### config.mk
export PLATFORM = sky130hd
export DESIGN_NAME = ordered_value_list_unit_flat
export DESIGN_NICKNAME = d
export VERILOG_FILES = /design/src/rtl/ovl_pkg.sv /design/src/rtl/ovl_if.sv /design/src/rtl/ovl_front.sv /design/src/rtl/ovl_back.sv /design/src/rtl/ordered_value_list_unit.sv /design/src/flat_wrapper.sv
export SDC_FILE = /design/constraint.sdc
export NUM_CORES = 1
export LEC_CHECK = 0
export BUFFER_PORTS_ARGS = -buffer_cell sky130_fd_sc_hd__buf_4
export CORE_AREA = 4 4 242 244
export DETAILED_ROUTE_END_ITERATION = 16
export DIE_AREA = 0 0 246 248
export HOLD_SLACK_MARGIN = 0.1
export PLACE_DENSITY = 0.76
export SYNTH_ARGS = -nofsm -noshare
export SYNTH_HDL_FRONTEND = slang
export SYNTH_SLANG_ARGS = --single-unit
### constraint.sdc
create_clock -name clk -period 7.75 [get_ports clk]
set_input_delay 1.1625 -clock clk [delete_from_list [all_inputs] [get_ports clk]]
set_output_delay 1.1625 -clock clk [all_outputs]
set_load 0.005 [all_outputs]
### src/rtl/ovl_pkg.sv
// ovl_pkg: shared types and constants of the ordered value list
// command and status codes, field widths, transfer record between front and back
// no dependencies
`timescale 1ns / 1ps
`default_nettype none

package ovl_pkg;

  localparam int DEPTH_DEFAULT = 16;
  localparam int CMD_W         = 2;
  localparam int VALUE_W       = 32;
  localparam int STATUS_W      = 2;
  localparam int COUNT_W       = 5;

  typedef enum logic [CMD_W-1:0] {
    CMD_APPEND    = 2'd0,
    CMD_DELETE    = 2'd1,
    CMD_SEARCH    = 2'd2,
    CMD_DEL_FRONT = 2'd3
  } cmd_e_t;

  typedef enum logic [STATUS_W-1:0] {
    ST_OK        = 2'd0,
    ST_EMPTY     = 2'd1,
    ST_NOT_FOUND = 2'd2,
    ST_FULL      = 2'd3
  } status_e_t;

  typedef struct packed {
    cmd_e_t             cmd;
    logic [VALUE_W-1:0] value;
  } op_t;

endpackage

`default_nettype wire

### src/rtl/ovl_if.sv
// ovl_in_if / ovl_out_if: valid-ready channels of the ordered value list
// command channel carries cmd and value, result channel carries status and count
// depends on ovl_pkg
`timescale 1ns / 1ps
`default_nettype none

interface ovl_in_if import ovl_pkg::*; ();
  logic                      valid;
  logic                      ready;
  logic [CMD_W-1:0]          cmd;
  logic signed [VALUE_W-1:0] value;

  modport source (output valid, output cmd, output value, input ready);
  modport sink   (input valid, input cmd, input value, output ready);
endinterface

interface ovl_out_if import ovl_pkg::*; ();
  logic                valid;
  logic                ready;
  logic [STATUS_W-1:0] status;
  logic [COUNT_W-1:0]  entry_count;

  modport source (output valid, output status, output entry_count, input ready);
  modport sink   (input valid, input status, input entry_count, output ready);
endinterface

`default_nettype wire

### src/rtl/ovl_front.sv
// ovl_front: accepts command transfers, decodes them and queues them for the back end
// two-entry queue decouples the input channel from the list sequencer
// depends on ovl_pkg, ovl_in_if
`timescale 1ns / 1ps
`default_nettype none

module ovl_front
  import ovl_pkg::*;
(
  input  logic     clk,
  input  logic     rst,
  ovl_in_if.sink   in_ch,
  output op_t      q_op,
  output logic     q_valid,
  input  logic     q_pop
);

  localparam int QDEPTH = 2;
  localparam int PTR_W  = $clog2(QDEPTH);
  localparam int CNT_W  = $clog2(QDEPTH + 1);

  op_t              q_mem [QDEPTH];
  logic [PTR_W-1:0] wr_ptr;
  logic [PTR_W-1:0] rd_ptr;
  logic [CNT_W-1:0] count;
  logic             push;
  logic             pop;
  op_t              dec_op;

  always_comb begin
    dec_op.cmd   = cmd_e_t'(in_ch.cmd);
    dec_op.value = in_ch.value;
  end

  assign in_ch.ready = (count != CNT_W'(QDEPTH));
  assign push        = in_ch.valid && in_ch.ready;
  assign q_valid     = (count != '0);
  assign pop         = q_pop && q_valid;
  assign q_op        = q_mem[rd_ptr];

  always_ff @(posedge clk) begin
    if (push) begin
      q_mem[wr_ptr] <= dec_op;
    end
  end

  always_ff @(posedge clk) begin
    if (rst) begin
      wr_ptr <= '0;
      rd_ptr <= '0;
      count  <= '0;
    end else begin
      if (push) begin
        wr_ptr <= wr_ptr + PTR_W'(1);
      end
      if (pop) begin
        rd_ptr <= rd_ptr + PTR_W'(1);
      end
      unique case ({push, pop})
        2'b10:   count <= count + CNT_W'(1);
        2'b01:   count <= count - CNT_W'(1);
        default: count <= count;
      endcase
    end
  end

endmodule

`default_nettype wire

### src/rtl/ovl_back.sv
// ovl_back: list cells with per-cell compare, shift-on-delete and result register
// sequencer takes one queued command, compares all cells, then applies and reports
// depends on ovl_pkg, ovl_out_if
`timescale 1ns / 1ps
`default_nettype none

module ovl_back
  import ovl_pkg::*;
#(
  parameter int DEPTH = DEPTH_DEFAULT
) (
  input  logic     clk,
  input  logic     rst,
  input  op_t      q_op,
  input  logic     q_valid,
  output logic     q_pop,
  ovl_out_if.source out_ch
);

  localparam int OCC_W = $clog2(DEPTH + 1);

  typedef enum logic [2:0] {
    S_IDLE  = 3'b001,
    S_MATCH = 3'b010,
    S_APPLY = 3'b100
  } state_t;

  state_t             state;
  state_t             state_next;
  op_t                cur;
  logic [VALUE_W-1:0] cells [DEPTH];
  logic [VALUE_W-1:0] up_val [DEPTH];
  logic [DEPTH-1:0]   vld;
  logic [DEPTH-1:0]   vld_next;
  logic [DEPTH-1:0]   match_vec;
  logic [DEPTH-1:0]   shift_sel;
  logic [DEPTH-1:0]   tail_sel;
  logic [OCC_W-1:0]   occ;
  logic [OCC_W-1:0]   occ_next;
  logic               empty;
  logic               full;
  logic               found;
  logic               append_go;
  logic               shift_go;
  logic               apply_go;
  logic               out_free;
  status_e_t          status;
  logic               out_valid;
  status_e_t          out_status;
  logic [COUNT_W-1:0] out_count;

  assign empty    = !vld[0];
  assign full     = vld[DEPTH-1];
  assign found    = |match_vec;
  assign out_free = !out_valid || out_ch.ready;
  assign apply_go = (state == S_APPLY) && out_free;
  assign q_pop    = (state == S_IDLE) && q_valid;

  for (genvar g = 0; g < DEPTH; g++) begin : g_cell
    if (g < DEPTH - 1) begin : g_up
      assign up_val[g] = cells[g+1];
    end else begin : g_top
      assign up_val[g] = cells[g];
    end
    if (g == 0) begin : g_head
      assign tail_sel[g] = !vld[g];
    end else begin : g_rest
      assign tail_sel[g] = !vld[g] && vld[g-1];
    end
  end

  // cells at and above the first match move down one place; on delete-front every cell moves down
  always_comb begin
    if (cur.cmd == CMD_DEL_FRONT) begin
      shift_sel = '1;
    end else begin
      shift_sel = match_vec | (~match_vec + DEPTH'(1));
    end
  end

  always_comb begin
    status = ST_OK;
    unique case (cur.cmd)
      CMD_APPEND: begin
        status = full ? ST_FULL : ST_OK;
      end
      CMD_DELETE, CMD_SEARCH: begin
        if (empty) begin
          status = ST_EMPTY;
        end else if (!found) begin
          status = ST_NOT_FOUND;
        end
      end
      CMD_DEL_FRONT: begin
        status = empty ? ST_EMPTY : ST_OK;
      end
      default: status = ST_OK;
    endcase
  end

  assign append_go = (cur.cmd == CMD_APPEND) && !full;
  assign shift_go  = ((cur.cmd == CMD_DELETE) && found) ||
                     ((cur.cmd == CMD_DEL_FRONT) && !empty);

  always_comb begin
    vld_next = vld;
    occ_next = occ;
    if (append_go) begin
      vld_next = vld | tail_sel;
      occ_next = occ + OCC_W'(1);
    end else if (shift_go) begin
      vld_next = vld >> 1;
      occ_next = occ - OCC_W'(1);
    end
  end

  always_comb begin
    state_next = state;
    unique case (state)
      S_IDLE:  if (q_valid) state_next = S_MATCH;
      S_MATCH: state_next = S_APPLY;
      S_APPLY: if (out_free) state_next = S_IDLE;
      default: state_next = S_IDLE;
    endcase
  end

  always_ff @(posedge clk) begin
    if (q_pop) begin
      cur <= q_op;
    end
    if (state == S_MATCH) begin
      for (int i = 0; i < DEPTH; i++) begin
        match_vec[i] <= vld[i] && (cells[i] == cur.value);
      end
    end
    if (apply_go) begin
      for (int i = 0; i < DEPTH; i++) begin
        if (append_go && tail_sel[i]) begin
          cells[i] <= cur.value;
        end else if (shift_go && shift_sel[i]) begin
          cells[i] <= up_val[i];
        end
      end
      out_status <= status;
      out_count  <= COUNT_W'(occ_next);
    end
  end

  always_ff @(posedge clk) begin
    if (rst) begin
      state     <= S_IDLE;
      vld       <= '0;
      occ       <= '0;
      out_valid <= 1'b0;
    end else begin
      state <= state_next;
      if (apply_go) begin
        vld       <= vld_next;
        occ       <= occ_next;
        out_valid <= 1'b1;
      end else if (out_ch.ready) begin
        out_valid <= 1'b0;
      end
    end
  end

  assign out_ch.valid       = out_valid;
  assign out_ch.status      = out_status;
  assign out_ch.entry_count = out_count;

  a_occ_tracks_cells: assert property (@(posedge clk) disable iff (rst)
    $countones(vld) == int'(occ))
    else $error("occupancy count differs from number of valid cells");

  a_vld_packed: assert property (@(posedge clk) disable iff (rst)
    (vld & (vld + DEPTH'(1))) == '0)
    else $error("valid cells are not packed toward the head");

  a_full_only_when_full: assert property (@(posedge clk) disable iff (rst)
    (apply_go && status == ST_FULL) |-> full)
    else $error("full status reported with free cells");

  a_delete_shrinks: assert property (@(posedge clk) disable iff (rst)
    (apply_go && shift_go) |=> (occ == $past(occ) - OCC_W'(1)))
    else $error("removal did not shrink the list by one");

  a_apply_holds: assert property (@(posedge clk) disable iff (rst)
    (state == S_APPLY && !out_free) |=> (state == S_APPLY && $stable(match_vec)))
    else $error("pending command left apply while result slot busy");

endmodule

`default_nettype wire

### src/rtl/ordered_value_list_unit.sv
// ordered_value_list_unit: top level of the bounded insertion-ordered value list
// front end queues commands, back end holds the cells and returns one result per command
// depends on ovl_pkg, ovl_if, ovl_front, ovl_back
//
//   channel  dir  payload                        transfer when
//   in_ch    in   cmd[1:0], value[31:0]          in_ch.valid && in_ch.ready
//   out_ch   out  status[1:0], entry_count[4:0]  out_ch.valid && out_ch.ready
//
// each command passes through the back end in order: dequeue, compare against all
// cells, then apply and load the result register
// a two-entry queue takes commands while the back end works or the result waits
// reset clears the queue, cell valid bits, count and result valid; no clearing pass
// a stalled result holds the back end in apply; the queue keeps accepting until full
`timescale 1ns / 1ps
`default_nettype none

module ordered_value_list_unit
  import ovl_pkg::*;
#(
  parameter int DEPTH = DEPTH_DEFAULT
) (
  input  logic      clk,
  input  logic      rst,
  ovl_in_if.sink    in_ch,
  ovl_out_if.source out_ch
);

  op_t  q_op;
  logic q_valid;
  logic q_pop;

  ovl_front u_front (
    .clk     (clk),
    .rst     (rst),
    .in_ch   (in_ch),
    .q_op    (q_op),
    .q_valid (q_valid),
    .q_pop   (q_pop)
  );

  ovl_back #(
    .DEPTH (DEPTH)
  ) u_back (
    .clk     (clk),
    .rst     (rst),
    .q_op    (q_op),
    .q_valid (q_valid),
    .q_pop   (q_pop),
    .out_ch  (out_ch)
  );

endmodule

`default_nettype wire
### src/flat_wrapper.sv
// flat-port wrapper written by rule: the top's interface ports become plain ports
module ordered_value_list_unit_flat import ovl_pkg::*;
#(
  parameter int DEPTH = DEPTH_DEFAULT
)
  (clk, rst, in_ch_valid, in_ch_cmd, in_ch_value, in_ch_ready, out_ch_valid, out_ch_status, out_ch_entry_count, out_ch_ready);
  ovl_in_if in_ch_i ();
  ovl_out_if out_ch_i ();
  input  logic clk;
  input  logic rst;
  input wire logic [$bits(in_ch_i.valid)-1:0] in_ch_valid;
  input wire logic [$bits(in_ch_i.cmd)-1:0] in_ch_cmd;
  input wire logic [$bits(in_ch_i.value)-1:0] in_ch_value;
  output wire logic [$bits(in_ch_i.ready)-1:0] in_ch_ready;
  output wire logic [$bits(out_ch_i.valid)-1:0] out_ch_valid;
  output wire logic [$bits(out_ch_i.status)-1:0] out_ch_status;
  output wire logic [$bits(out_ch_i.entry_count)-1:0] out_ch_entry_count;
  input wire logic [$bits(out_ch_i.ready)-1:0] out_ch_ready;
  assign in_ch_i.valid = in_ch_valid;
  assign in_ch_i.cmd = in_ch_cmd;
  assign in_ch_i.value = in_ch_value;
  assign in_ch_ready = in_ch_i.ready;
  assign out_ch_valid = out_ch_i.valid;
  assign out_ch_status = out_ch_i.status;
  assign out_ch_entry_count = out_ch_i.entry_count;
  assign out_ch_i.ready = out_ch_ready;
  ordered_value_list_unit #(.DEPTH(DEPTH)) u_core (.clk(clk), .rst(rst), .in_ch(in_ch_i), .out_ch(out_ch_i));
endmodule
==> metrics.cfg <==
[run_status]
outcome=finished clean

[synthesis]
synthTopCellsByCount=637 x edfxtp_1, 499 x mux2_2, 348 x xnor2_1, 162 x xor2_1
ys_warn_count=0
yosysSeqAreaShare_pct=59.0
synthArstFlopShare_pct=0
synth_area_leaders=edfxtp_1 57%, mux2_2 17%, xnor2_1 9.1%, xor2_1 4.2%, dfxtp_1 1.7%
yosysTopAreaCell=edfxtp_1
synth_cells=2281
netlist_area_um2=33400
synth_seq_cells=666
ys_dominant_reg_cell=edfxtp_1
synth.most_common_cell=edfxtp_1
syn_area_per_cell_um2=14.7
synth_top_area_share_pct=57.2
yosys.cell_types.count=62
synthesis.nets=2326
synth_edf_count=637

[layout]
final_nets=2328
utilization_pct=65.0
synthToLayoutAreaGrowth_pct=9.43
drive_gt1_share_pct=32.4
diodes=0
finalNonFillerCells=3089

[timing]
setup_violations=0
slew_viol_final=0
clock.fmax_mhz=257
fin_crit_ns=3.89
worst_pin_slew_ns=1.34
finalSetupTns_ns=0
rsz0062_at_grt=no
hold_viol_final=0
hold_slack_ns=0.513
max_slew_margin_pct=10.4
final.period_utilization_pct=50.2
fin_skew_ns=0.0182

[worst_setup_path]
critical_path.endpoint_type=register
cp.required_ns=7.80
crit_fanout=33
path_class=reg -> reg
worstSetupStartpoint=u_core.u_back.match_vec[3]
r2r_start=u_core.u_back.match_vec[3]
r2r_setup_slack_ns=3.86
cp.arrival_ns=3.94
start_kind=register

[die]
die_area_um2=61000
initial_utilization_pct=59.4
die_w_um=246
dieHeight_um=248
io_pins=47
rows=87
core_um2=56300

[global_route]
grt_pass1_wl_um=119000
grt_use_total_pct=25.6
grt_pass1_vias=19070
antenna_found_initial=0
gr-total-overflow=0
grt_start_max_net_pins=36

[clock_network]
clkTransAtPathRegs_ns=0.06
cts_sinks=666
clk_latency_ns=0.60
cts_buffers=70
clk_path_buf_depth=3
cts-hold-fix-buffers=0
cts_setup_buffers=0
cts_root_buffer=clkbuf_16
cts_tree=built
cts.repair.resized=0
htreeDepth=3

[route]
drt_first_pass_iters=5
vias=18973
ant_nets=0
dr.first_iter.drc_count=1800
drc=0
routed_wl_um=78300
wire_per_inst_um=25.3
drt-vias-per-instance=6.14

[power_and_ir_drop]
p_per_area_nw_per_um2=314
p_leak_nw=11.8
finalPower_mw=11.5
irDropWorstVdd_uv=266

[placement]
dp_cells=2967
port_buffers=46
dp_hpwl_um=50200
gp_congestion=0.845

[hold_path]
hp-start=u_core.u_back.state[0]
hp-class=reg -> reg

[job]
maxCapViolations=0

## critical path, cell delays in order, from the launching register on
cell and delay [ns]:
edfxtp_1 0.41, or4_4 0.58, nor4b_4 0.55, a31oi_2 0.17, buf_4 0.27, o311ai_4 0.10, buf_4 0.40, nand2_1 0.83
## cells in the final DEF (no fill, tap or decap), types with 3 or more instances in the layout
cell	n
nor2b_1	6
nor3_1	13
or4_1	4
xor2_1	162
nor2_1	26
clkbuf_1	9
a21oi_1	16
nor4_1	66
dfxtp_1	28
o22ai_1	4
nand4_1	92
nand3_1	22
mux2_2	499
buf_4	110
o211ai_2	5
o211ai_1	3
inv_6	4
nand2_1	16
o221a_2	12
xnor2_1	348
o21ai_2	10
mux2i_1	3
mux2_1	14
ha_1	7
nand2b_1	13
clkinv_1	18
o21ai_0	13
inv_1	25
clkbuf_16	70
or3_1	7
edfxtp_1	637
clkinv_2	11
bufinv_16	3
a31oi_1	3
## kinds of logic (layout without fill, tap and decap cells)
kind of cell	Yosys count	count (layout)	synth area share, %
mux	516	516	17.4
flops	666	666	59.0
fa+ha+maj	7	7	0.262
xor+xnor	510	510	13.4
simple gates	284	284	5.03
compound gates	93	93	2.22
buf+inv	205	257	2.77
## report_power, final
part           switching (mW)  internal [mW]  total (mW)
logic                    2.16           1.60        3.77
registers              0.0728           4.48        4.55
clock network            1.37           1.78        3.15
total                    3.61           7.86        11.5
## state kept, by name, summed over array words and instances (netlist names), 3 cells and up
register and count:
u_core.u_back.cur 34, u_core.u_back.cells 512, u_core.u_back.occ 5, u_core.u_front.q_mem 68
u_core.u_back.vld 16, u_core.u_back.state 3, u_core.u_back.out_ch.entry_count 5, u_core.u_back.match_vec 16
## through the flow
stage | setup WS [ns] | area, µm²
6_report | 3.86 | 36600
5_1_grt | 3.68 | 36600
4_1_cts | 3.89 | 36600
3_5_place_dp | 3.78 | 34500
3_3_place_gp | 3.84 | 34500
2_1_floorplan | 2.91 | 33400
## worst paths after layout
| kind | end | cells after the start |
|---|---|---|
| setup reg to reg | u_core.u_back.cells[0][202] | 7 |
| hold / removal | u_core.u_back.state[2] | 1 |
| setup / recovery | u_core.u_back.cells[0][202] | 7 |
| hold reg to reg | u_core.u_back.state[2] | 1 |
## area by class of cell
cell class,count,area (µm²)
flip-flops and latches,666,19700
fillers,3986,19700
multi-input cells,1410,12900
clock buffers,81,1810
well taps,756,946
repair buffers,110,826
clock inverters,41,298
inverters,25,93.8
## routing by layer
metal  GRT usage, %  part of all wire (%)  vias up
li1               -                     -     8488
met1           37.7                    45     9605
met4           7.78                   2.7        0
met3           4.29                   7.1      129
met2           39.6                    45      751
met5              0                     0        -
(Power assumes the default switching activity.)
